<file path="src/rtl/core/two_class_quota_round_server_assert.svh">
// Assertion macros used by the round server back end.
`ifndef TWO_CLASS_QUOTA_ROUND_SERVER_ASSERT_SVH
`define TWO_CLASS_QUOTA_ROUND_SERVER_ASSERT_SVH

`ifndef SYNTH
// Property that must hold at every clock edge outside reset.
`define TCQRS_ASSERT(label, prop, msg) \
  label: assert property (@(posedge clk) disable iff (rst) prop) else $error(msg);
// Condition that must never be seen outside reset.
`define TCQRS_NEVER(label, expr, msg) \
  label: assert property (@(posedge clk) disable iff (rst) !(expr)) else $error(msg);
`else
`define TCQRS_ASSERT(label, prop, msg)
`define TCQRS_NEVER(label, expr, msg)
`endif

`endif

</file>
<file path="src/rtl/core/tcqrs_pkg.sv">
// Shared types and constants of the two-class quota round server.
`timescale 1ns / 1ps
`default_nettype none

package tcqrs_pkg;

  localparam int CFG_IDX_W  = 3;
  localparam int CFG_DATA_W = 8;
  localparam int AGE_W      = 8;
  localparam int ID_W       = 16;
  localparam int GRP_W      = 2;
  localparam int QUOTA_W    = 4;
  localparam int LEFT_W     = 5;
  localparam int KIND_W     = 2;

  localparam logic [CFG_IDX_W-1:0] REG_AGE_THRESHOLD = 3'd0;
  localparam logic [CFG_IDX_W-1:0] REG_QUOTA0        = 3'd1;

  localparam logic [AGE_W-1:0]   AGE_THRESHOLD_RESET = 8'd60;
  localparam logic [QUOTA_W-1:0] QUOTA_RESET         = 4'd1;

  localparam logic CMD_SERVE = 1'b1;

  localparam logic [KIND_W-1:0] KIND_ACK    = 2'd0;
  localparam logic [KIND_W-1:0] KIND_SERVED = 2'd1;
  localparam logic [KIND_W-1:0] KIND_EMPTY  = 2'd2;

  // Classified request handed from the front to the back.
  typedef struct packed {
    logic             serve;
    logic [GRP_W-1:0] group;
    logic             group_ok;
    logic [ID_W-1:0]  item_id;
    logic             pri;
  } cmd_t;

  typedef struct packed {
    logic [KIND_W-1:0] kind;
    logic              accepted;
    logic [GRP_W-1:0]  served_group;
    logic [ID_W-1:0]   served_id;
    logic              from_priority;
    logic              group_last;
    logic              last;
  } result_t;

  typedef enum logic [1:0] {
    ST_IDLE,
    ST_SCAN,
    ST_EMIT,
    ST_EMPTY
  } srv_state_t;

endpackage

`default_nettype wire

</file>
<file path="src/rtl/core/tcqrs_front.sv">
// Front end: takes requests, classifies them by age and group, queues them.
`timescale 1ns / 1ps
`default_nettype none

module tcqrs_front #(
  parameter int GROUPS = 4
) (
  input  logic                             clk,
  input  logic                             rst,
  input  logic                             cfg_we,
  input  logic [tcqrs_pkg::CFG_IDX_W-1:0]  cfg_index,
  input  logic [tcqrs_pkg::CFG_DATA_W-1:0] cfg_data,
  input  logic                             in_valid,
  output logic                             in_ready,
  input  logic                             in_cmd,
  input  logic [tcqrs_pkg::GRP_W-1:0]      in_group,
  input  logic [tcqrs_pkg::ID_W-1:0]       in_item_id,
  input  logic [tcqrs_pkg::AGE_W-1:0]      in_age,
  output logic                             cmd_valid,
  input  logic                             cmd_pop,
  output tcqrs_pkg::cmd_t                  cmd
);
  import tcqrs_pkg::*;

  logic [AGE_W-1:0] age_threshold;
  cmd_t             entries [2];
  cmd_t             classified;
  logic             wr_ptr;
  logic             rd_ptr;
  logic [1:0]       count;
  logic             push;

  always_ff @(posedge clk) begin
    if (rst) begin
      age_threshold <= AGE_THRESHOLD_RESET;
    end else if (cfg_we && cfg_index == REG_AGE_THRESHOLD) begin
      age_threshold <= cfg_data[AGE_W-1:0];
    end
  end

  always_comb begin
    classified.serve    = (in_cmd == CMD_SERVE);
    classified.group    = in_group;
    classified.group_ok = ({1'b0, in_group} < 3'(GROUPS));
    classified.item_id  = in_item_id;
    classified.pri      = (in_age >= age_threshold);
  end

  assign in_ready  = (count != 2'd2);
  assign push      = in_valid && in_ready;
  assign cmd_valid = (count != 2'd0);
  assign cmd       = entries[rd_ptr];

  always_ff @(posedge clk) begin
    if (push) begin
      entries[wr_ptr] <= classified;
    end
  end

  always_ff @(posedge clk) begin
    if (rst) begin
      wr_ptr <= 1'b0;
      rd_ptr <= 1'b0;
      count  <= 2'd0;
    end else begin
      if (push) begin
        wr_ptr <= ~wr_ptr;
      end
      if (cmd_pop) begin
        rd_ptr <= ~rd_ptr;
      end
      case ({push, cmd_pop})
        2'b10:   count <= count + 2'd1;
        2'b01:   count <= count - 2'd1;
        default: count <= count;
      endcase
    end
  end

endmodule

`default_nettype wire

</file>
<file path="src/rtl/core/tcqrs_back.sv">
// Back end: FIFO store, pointers and the serve sequencer with its output register.
`timescale 1ns / 1ps
`default_nettype none

module tcqrs_back #(
  parameter int GROUPS      = 4,
  parameter int QUEUE_DEPTH = 16,
  parameter int MAX_QUOTA   = 10
) (
  input  logic                             clk,
  input  logic                             rst,
  input  logic                             cfg_we,
  input  logic [tcqrs_pkg::CFG_IDX_W-1:0]  cfg_index,
  input  logic [tcqrs_pkg::CFG_DATA_W-1:0] cfg_data,
  input  logic                             cmd_valid,
  output logic                             cmd_pop,
  input  tcqrs_pkg::cmd_t                  cmd,
  output logic                             out_valid,
  input  logic                             out_ready,
  output tcqrs_pkg::result_t               out_r
);
  import tcqrs_pkg::*;

  `include "two_class_quota_round_server_assert.svh"

  localparam int GW = (GROUPS > 1) ? $clog2(GROUPS) : 1;
  localparam int QW = GW + 1;
  localparam int NQ = 2 ** QW;
  localparam int PW = $clog2(QUEUE_DEPTH);
  localparam int FW = $clog2(QUEUE_DEPTH + 1);
  localparam int AW = QW + PW;

  logic [QUOTA_W-1:0] quota     [GROUPS];
  logic [LEFT_W-1:0]  eff_quota [GROUPS];
  logic [GROUPS-1:0]  work;
  logic [FW-1:0]      fill_cnt  [NQ];
  logic [PW-1:0]      head      [NQ];
  logic [PW-1:0]      tail      [NQ];
  logic [NQ-1:0]      nonempty;
  logic [ID_W-1:0]    mem       [2 ** AW];
  logic [ID_W-1:0]    rd_data;

  srv_state_t        state, state_next;
  logic [GW-1:0]     g_cur, g_next, g_inc;
  logic              c_cur, c_next;
  logic [LEFT_W-1:0] left, left_next;
  logic              any_served, any_next;
  logic              pend_glast, pend_glast_next;
  logic              pend_last, pend_last_next;
  logic              more_in_group;
  result_t           out_next;
  logic              load_out;
  logic              slot_free;
  logic              do_enq;
  logic              do_pop;
  logic              later_work;
  logic [QW-1:0]     enq_q, scan_q, sel_q;
  logic [FW-1:0]     sel_fill;

  function automatic logic [PW-1:0] ptr_inc(input logic [PW-1:0] p);
    ptr_inc = (p == PW'(QUEUE_DEPTH - 1)) ? '0 : p + 1'b1;
  endfunction

  always_ff @(posedge clk) begin
    if (rst) begin
      for (int i = 0; i < GROUPS; i++) begin
        quota[i] <= QUOTA_RESET;
      end
    end else if (cfg_we) begin
      for (int i = 0; i < GROUPS; i++) begin
        if (cfg_index == REG_QUOTA0 + CFG_IDX_W'(i)) begin
          quota[i] <= cfg_data[QUOTA_W-1:0];
        end
      end
    end
  end

  // Clamp each quota and flag groups that would still serve something.
  always_comb begin
    for (int i = 0; i < GROUPS; i++) begin
      eff_quota[i] = (LEFT_W'(quota[i]) > LEFT_W'(MAX_QUOTA)) ? LEFT_W'(MAX_QUOTA)
                                                               : LEFT_W'(quota[i]);
      work[i] = (eff_quota[i] != '0) && (nonempty[2*i] || nonempty[2*i+1]);
    end
  end

  always_comb begin
    for (int f = 0; f < NQ; f++) begin
      nonempty[f] = (fill_cnt[f] != '0);
    end
  end

  always_comb begin
    later_work = 1'b0;
    for (int i = 0; i < GROUPS; i++) begin
      if (GW'(i) > g_cur) begin
        later_work = later_work | work[i];
      end
    end
  end

  assign g_inc     = g_cur + 1'b1;
  assign enq_q     = {cmd.group[GW-1:0], ~cmd.pri};
  assign scan_q    = {g_cur, c_cur};
  assign sel_q     = (state == ST_IDLE) ? enq_q : scan_q;
  assign sel_fill  = fill_cnt[sel_q];
  assign slot_free = !out_valid || out_ready;

  always_comb begin
    state_next      = state;
    g_next          = g_cur;
    c_next          = c_cur;
    left_next       = left;
    any_next        = any_served;
    pend_glast_next = pend_glast;
    pend_last_next  = pend_last;
    more_in_group   = 1'b0;
    cmd_pop         = 1'b0;
    do_enq          = 1'b0;
    do_pop          = 1'b0;
    load_out        = 1'b0;
    out_next        = out_r;
    case (state)
      ST_IDLE: begin
        if (cmd_valid) begin
          if (cmd.serve) begin
            cmd_pop    = 1'b1;
            g_next     = '0;
            c_next     = 1'b0;
            left_next  = eff_quota[0];
            any_next   = 1'b0;
            state_next = ST_SCAN;
          end else if (slot_free) begin
            cmd_pop                = 1'b1;
            do_enq                 = cmd.group_ok && (sel_fill != FW'(QUEUE_DEPTH));
            load_out               = 1'b1;
            out_next.kind          = KIND_ACK;
            out_next.accepted      = do_enq;
            out_next.served_group  = cmd.group;
            out_next.served_id     = cmd.item_id;
            out_next.from_priority = cmd.pri;
            out_next.group_last    = 1'b0;
            out_next.last          = 1'b1;
          end
        end
      end
      ST_SCAN: begin
        if (left != '0 && sel_fill != '0) begin
          do_pop        = 1'b1;
          left_next     = left - 1'b1;
          // Entries still waiting in this queue, or normal ones behind the priority queue.
          more_in_group = (sel_fill != FW'(1)) || (!c_cur && nonempty[{g_cur, 1'b1}]);
          pend_glast_next = (left == LEFT_W'(1)) || !more_in_group;
          pend_last_next  = pend_glast_next && !later_work;
          state_next      = ST_EMIT;
        end else if (!c_cur) begin
          c_next = 1'b1;
        end else if (g_cur == GW'(GROUPS - 1)) begin
          state_next = any_served ? ST_IDLE : ST_EMPTY;
        end else begin
          g_next    = g_inc;
          c_next    = 1'b0;
          left_next = eff_quota[g_inc];
        end
      end
      ST_EMIT: begin
        if (slot_free) begin
          load_out               = 1'b1;
          out_next.kind          = KIND_SERVED;
          out_next.accepted      = 1'b0;
          out_next.served_group  = GRP_W'(g_cur);
          out_next.served_id     = rd_data;
          out_next.from_priority = !c_cur;
          out_next.group_last    = pend_glast;
          out_next.last          = pend_last;
          any_next               = 1'b1;
          state_next             = pend_last ? ST_IDLE : ST_SCAN;
        end
      end
      ST_EMPTY: begin
        if (slot_free) begin
          load_out               = 1'b1;
          out_next.kind          = KIND_EMPTY;
          out_next.accepted      = 1'b0;
          out_next.served_group  = '0;
          out_next.served_id     = '0;
          out_next.from_priority = 1'b0;
          out_next.group_last    = 1'b0;
          out_next.last          = 1'b1;
          state_next             = ST_IDLE;
        end
      end
      default: begin
        state_next = ST_IDLE;
      end
    endcase
  end

  always_ff @(posedge clk) begin
    if (rst) begin
      state      <= ST_IDLE;
      g_cur      <= '0;
      c_cur      <= 1'b0;
      left       <= '0;
      any_served <= 1'b0;
      pend_glast <= 1'b0;
      pend_last  <= 1'b0;
    end else begin
      state      <= state_next;
      g_cur      <= g_next;
      c_cur      <= c_next;
      left       <= left_next;
      any_served <= any_next;
      pend_glast <= pend_glast_next;
      pend_last  <= pend_last_next;
    end
  end

  always_ff @(posedge clk) begin
    if (rst) begin
      for (int f = 0; f < NQ; f++) begin
        head[f]     <= '0;
        tail[f]     <= '0;
        fill_cnt[f] <= '0;
      end
    end else begin
      if (do_enq) begin
        tail[sel_q]     <= ptr_inc(tail[sel_q]);
        fill_cnt[sel_q] <= sel_fill + 1'b1;
      end
      if (do_pop) begin
        head[sel_q]     <= ptr_inc(head[sel_q]);
        fill_cnt[sel_q] <= sel_fill - 1'b1;
      end
    end
  end

  always_ff @(posedge clk) begin
    if (do_enq) begin
      mem[{sel_q, tail[sel_q]}] <= cmd.item_id;
    end
    if (do_pop) begin
      rd_data <= mem[{sel_q, head[sel_q]}];
    end
  end

  always_ff @(posedge clk) begin
    if (rst) begin
      out_valid <= 1'b0;
    end else if (load_out) begin
      out_valid <= 1'b1;
    end else if (out_ready) begin
      out_valid <= 1'b0;
    end
  end

  always_ff @(posedge clk) begin
    if (load_out) begin
      out_r <= out_next;
    end
  end

  `TCQRS_ASSERT(a_emit_follows_pop, (state == ST_EMIT && $past(state) != ST_EMIT) |-> $past(do_pop), "emit without a store read")
  `TCQRS_ASSERT(a_last_ends_request, (load_out && out_next.last) |=> (state == ST_IDLE), "request not finished after last result")
  `TCQRS_NEVER(a_no_overwrite, out_valid && !out_ready && load_out, "output register overwritten while stalled")

endmodule

`default_nettype wire

</file>
<file path="src/rtl/core/two_class_quota_round_server.sv">
// Top level of the two-class quota round server.
//
//  channel  dir  handshake               payload
//  s_axis   in   tvalid/tready           tuser: cmd; tdata: group, item_id, age
//  m_axis   out  tvalid/tready           tuser: kind; tdata: result fields; tlast
//  cfg      in   cfg_we (no wait)        cfg_index, cfg_data
//
// An enqueue request is handled in the back end's idle state once it leaves the
// two-entry request queue. A serve round does a store read, then an output load, for
// each served entry, and a scan step for each queue visited without a pop.
// Synchronous reset clears pointers, counts and handshake state; no store clearing.
// A stalled m_axis holds the output register; up to two requests still queue up.
`timescale 1ns / 1ps
`default_nettype none

module two_class_quota_round_server #(
  parameter int GROUPS      = 4,
  parameter int QUEUE_DEPTH = 16,
  parameter int MAX_QUOTA   = 10
) (
  input  logic                             clk,
  input  logic                             rst,
  input  logic                             s_axis_tvalid,
  output logic                             s_axis_tready,
  input  logic [31:0]                      s_axis_tdata,  // group, item_id, age
  input  logic [0:0]                       s_axis_tuser,  // cmd
  output logic                             m_axis_tvalid,
  input  logic                             m_axis_tready,
  // accepted, served_group, served_id, from_priority, group_last
  output logic [23:0]                      m_axis_tdata,
  output logic [1:0]                       m_axis_tuser,  // kind
  output logic                             m_axis_tlast,
  input  logic                             cfg_we,
  input  logic [tcqrs_pkg::CFG_IDX_W-1:0]  cfg_index,
  input  logic [tcqrs_pkg::CFG_DATA_W-1:0] cfg_data
);
  import tcqrs_pkg::*;

  logic    cmd_valid;
  logic    cmd_pop;
  cmd_t    cmd;
  result_t res;

  tcqrs_front #(
    .GROUPS(GROUPS)
  ) u_front (
    .clk        (clk),
    .rst        (rst),
    .cfg_we     (cfg_we),
    .cfg_index  (cfg_index),
    .cfg_data   (cfg_data),
    .in_valid   (s_axis_tvalid),
    .in_ready   (s_axis_tready),
    .in_cmd     (s_axis_tuser[0]),
    .in_group   (s_axis_tdata[1:0]),
    .in_item_id (s_axis_tdata[17:2]),
    .in_age     (s_axis_tdata[25:18]),
    .cmd_valid  (cmd_valid),
    .cmd_pop    (cmd_pop),
    .cmd        (cmd)
  );

  tcqrs_back #(
    .GROUPS      (GROUPS),
    .QUEUE_DEPTH (QUEUE_DEPTH),
    .MAX_QUOTA   (MAX_QUOTA)
  ) u_back (
    .clk       (clk),
    .rst       (rst),
    .cfg_we    (cfg_we),
    .cfg_index (cfg_index),
    .cfg_data  (cfg_data),
    .cmd_valid (cmd_valid),
    .cmd_pop   (cmd_pop),
    .cmd       (cmd),
    .out_valid (m_axis_tvalid),
    .out_ready (m_axis_tready),
    .out_r     (res)
  );

  assign m_axis_tdata = {3'b000, res.group_last, res.from_priority, res.served_id,
                         res.served_group, res.accepted};
  assign m_axis_tuser = res.kind;
  assign m_axis_tlast = res.last;

endmodule

`default_nettype wire

</file>
<file path="config.mk">
export PLATFORM = sky130hd
export DESIGN_NAME = two_class_quota_round_server
export DESIGN_NICKNAME = d
export VERILOG_FILES = /design/src/rtl/core/tcqrs_pkg.sv /design/src/rtl/core/tcqrs_front.sv /design/src/rtl/core/tcqrs_back.sv /design/src/rtl/core/two_class_quota_round_server.sv
export VERILOG_INCLUDE_DIRS = /design/src /design/src/rtl/core
export SDC_FILE = /design/constraint.sdc
export NUM_CORES = 2
export LEC_CHECK = 0
export CELL_PAD_IN_SITES_DETAIL_PLACEMENT = 2
export CELL_PAD_IN_SITES_GLOBAL_PLACEMENT = 2
export CORE_MARGIN = 5
export CORE_UTILIZATION = 45
export CTS_CLUSTER_DIAMETER = 40
export CTS_CLUSTER_SIZE = 10
export DETAILED_ROUTE_END_ITERATION = 8
export DONT_BUFFER_PORTS = 1
export GPL_ROUTABILITY_DRIVEN = 0
export PLACE_DENSITY_LB_ADDON = 0.1
export SYNTH_ARGS = -nofsm -noshare
export SYNTH_HDL_FRONTEND = slang
export SYNTH_SLANG_ARGS = --single-unit
</file>
<file path="constraint.sdc">
create_clock -name clk -period 6 [get_ports clk]
set_clock_uncertainty 0.1 [all_clocks]
set_input_delay 1.2 -clock clk [delete_from_list [all_inputs] [get_ports clk]]
set_output_delay 1.2 -clock clk [all_outputs]
set_load 0.02 [all_outputs]
</file>
==> impl_results.md <==
* Netlist cell types at 92
* Initial cell density of the core at 0.452
* CTS tree: yes
* DRT antenna net count at 0
* DRC at 0
* Cell count along the critical path at 16
* H-tree levels at 5
* Worst-Margin Slew at 1380 ps
* Root Driver: clkbuf_16
* Sequential share of the synthesized area at 0.744
* Minimum clock period at 5830 ps
* Core ar. at 202,000 sq um
* Post-Synthesis Cells at between 6,000 and 7,000
* Setup_tns at 0 ps
* Later-pin clock latency in the skew report at 980 ps
* Seq pwr share at 0.250
* Tcrit/Tclk final at 0.972
* LEAKAGE at 37.4 nW
* CP Capture Type: flip-flop
* VDD IR max at 0.000494 V
* Hold Slack at 230 ps
* Slew headroom at 0.0727
* Largest net degree at the start of global routing at 130
* RSZ-0062 raised after global routing: no
* Resized Gates After CTS at 0
* CP Cell Sequence: buf_4 > mux2i_2 > buf_4 > o21ai_2 > buf_4 > nor3_4 > buf_4 > nand2_2 > buf_4 > and4_1 > a211oi_1 > a311oi_1 > a31oi_1 > o22ai_1 > nor4_1 > nand3_1
* I/O Pins at 78
* Slowest CP cell: a31oi_1
* Fin nets at just under 7,000
* CTS buffer count at 373
* Max Clk Rate at 171 MHz
* Grt ovf at 0
* Status: finished clean
* Final WL at 406,000 um
* # setup viols final at 0
* Main synth FF type: edfxtp_1
* Top cells by count, synth: 2,248 x edfxtp_1, 1,277 x nand2_1, 429 x nand3_1
* First-pass GRT wire length at 561,000 um
* Die Wd at 461 um
* Row count at 165
* CP Launch Type: flip-flop
* Worst min path class: in -> reg
* Clock share of power at 0.278
* Die Height at between 400 and 500 um
* Synth warnings at 0
* Fin. Hold Viols at 0
* Max Slew Vio Count at 0
* CP dominant cell by count: buf_4
* WP data required at roughly 6500 ps
* Post-synth EDFFs at ~2,200
* Combinational Power Share at 0.472
* Async set-reset flop share out of synthesis at 0
* Critical path endpoint: u_back.rd_data[1]$_DFFE_PN_
* CTS Sinks at 2,275
* Max FO, Critical Path at 26
* Syn_area_per_cell at 14.5 sq um
* Final HPWL DP at 239,000 um
* Clk buf depth at 4
* GRT Overall Usage at 0.377
* Post-CTS setup buffers at 0
* Cell Pwr Density at 712 nW/um^2
* Area leader, netlist: edfxtp_1
* Via count at about 66,000
* Worst stage delay on the critical path at 710 ps
* FILL cells at about 18,000
* FF+latch count, synth at 2,275
* Port Buf Inserts at 0
* Avg WL per Cell at about 42 um
* Worst R2R Path Depth at 16
* Hold buffer count at CTS at 0
* Top delay family on crit path: compound AO/OA/AOI/OAI gates
* Switching part of the total at 0.452
* Yosys top cell area share at 0.738
* Final Util at 0.543
* Clk slew on worst S/H paths at ~60 ps
* Int Power at between 40 and 50 mW
* Largest cells by area after synthesis: edfxtp_1 74%, nand2_1 5.2%, mux4_2 2.5%
* Drt via density at 6.78
* Number of global-route vias before repair at a little under 70,000
* Count leader, synth: edfxtp_1
* P_sw at roughly 35 mW
* Critical path class: reg -> reg
* Critical Path AT at 6320 ps
* Iter 0 DRT Violations at a little over 9,000
* Initial antenna violation count at 43
* Reg2Reg Setup Slack at 170 ps
* Area of the mapped netlist at between 90,000 and 100,000 sq um
* Drt pass-1 iters at 6
* Reg-to-reg critical path endpoint: u_back.rd_data[1]$_DFFE_PN_
* Total die area at roughly 210,000 sq um
* Max Cap Viol at 0
* Share of cells above drive strength 1 at 0.193
* Buf/Inv on CP at 5
* Synthesis-to-finish area growth at 20.1%
## per-layer routing
metal  share of wire  vias to the layer above  wire (um)  global-route usage
met5         0.00045                        -        181                   0
met1            0.36                    34788     144000               0.466
li1                -                    25102          -                   -
met4           0.071                       26      28900               0.235
met2            0.47                     4668     190000               0.595
met3            0.10                     1257      42200              0.0989
## state kept, by name (all words and copies together), names as in the netlist, named ones only
signal,cells
u_front.count,2
u_back.rd_data,16
u_back.head,32
u_back.c_cur,1
u_back.out_valid,1
u_back.any_served,1
u_front.wr_ptr,1
u_back.left,5
u_back.g_cur,2
u_back.pend_glast,1
u_back.state,2
u_front.entries,40
u_front.rd_ptr,1
u_back.tail,32
u_back.quota,16
u_back.pend_last,1
u_back.mem,2048
u_back.fill_cnt,40
u_back.out_r,24
u_front.age_threshold,8
## worst reg2reg max path, delay by kind of cell, from the launching register on
kind / cells / cell delay, ps
buf+inv: 5 / 1560
mux: 1 / 350
compound gates: 5 / 1590
flops: 1 / 400
simple gates: 5 / 1460
## area by class of cell
cell class	instances	area, sq um	share of cell area
Antenna cell	17	42.5	0.000387
Sequential cell	2275	68000	0.619
Clock inverter	220	2530	0.0230
Tap cell	2672	3340	0.0304
Multi-Input combinational cell	3586	21800	0.198
Clock buffer	422	9680	0.0881
Inverter	27	116	0.00106
Timing Repair Buffer	492	4340	0.0395
## how the worst min path moves through the flow
stage,from,end,slack (ps),cells after the start
floorplan,u_back.pend_last$_SDFFE_PP0N_,u_back.pend_last$_SDFFE_PP0N_,340,2
CTS,rst,flip-flop,180,1
global route,rst,u_front.age_threshold[0]$_SDFFE_PP0P_,200,1
detailed placement,u_back.pend_last$_SDFFE_PP0N_,u_back.pend_last$_SDFFE_PP0N_,390,2
global placement,u_back.pend_last$_SDFFE_PP0N_,u_back.pend_last$_SDFFE_PP0N_,380,2
finish,rst,u_front.age_threshold[0]$_SDFFE_PP0P_,230,1
## power by group through the flow
stage,sequential [mW],clock (mW),combinational (mW)
6_report,19.5,21.7,36.9
3_5_place_dp,19.8,0,34.8
3_3_place_gp,19.8,0,33.4
4_1_cts,19.5,21.8,35.9
5_1_grt,19.5,22.6,37.4
2_1_floorplan,19.7,0,17.3
## cells by family (layout without fill, tap and decap cells)
logic type               count (synthesis)  after routing  share of synthesized area
XOR/XNOR                                10             10                   0.000957
multiplexers                           342            342                     0.0522
buffers and inverters                  436           1161                     0.0237
flip-flops                            2275           2275                      0.744
AND/OR/NAND/NOR                       2317           2317                      0.109
AO/OA/AOI/OAI                          895            895                     0.0673
adder cells (fa/ha/maj)                 19             19                    0.00260
other                                    1             20                  0.0000410
## stage by stage
| stage | instances | total power, mW | area [sq um] | setup slack (ps) |
|---|---|---|---|---|
| floorplan | 6297 | 37.0 | 91500 | 1260 |
| global placement | 9052 | 53.2 | 97600 | 313 |
| detailed placement | 9052 | 54.6 | 97600 | 353 |
| CTS | 9694 | 77.3 | 110000 | 234 |
| global route | 9696 | 79.5 | 110000 | 77.2 |
| finish | 9711 | 78.2 | 110000 | 165 |
## layout by cell type, fill, tap and decap left out, types with 85 or more instances in the layout
master | Yosys | final
o21ai_0 | 107 | 106
nand3_1 | 429 | 429
a21oi_1 | 252 | 252
nor2_1 | 309 | 216
mux4_2 | 101 | 101
mux2i_1 | 191 | 190
a311oi_1 | 86 | 85
nor2_2 | 1 | 92
clkbuf_16 | 0 | 379
edfxtp_1 | 2248 | 2248
buf_4 | 47 | 440
nand2_1 | 1277 | 1276
No activity file was read; power rests on OpenSTA's default activity.
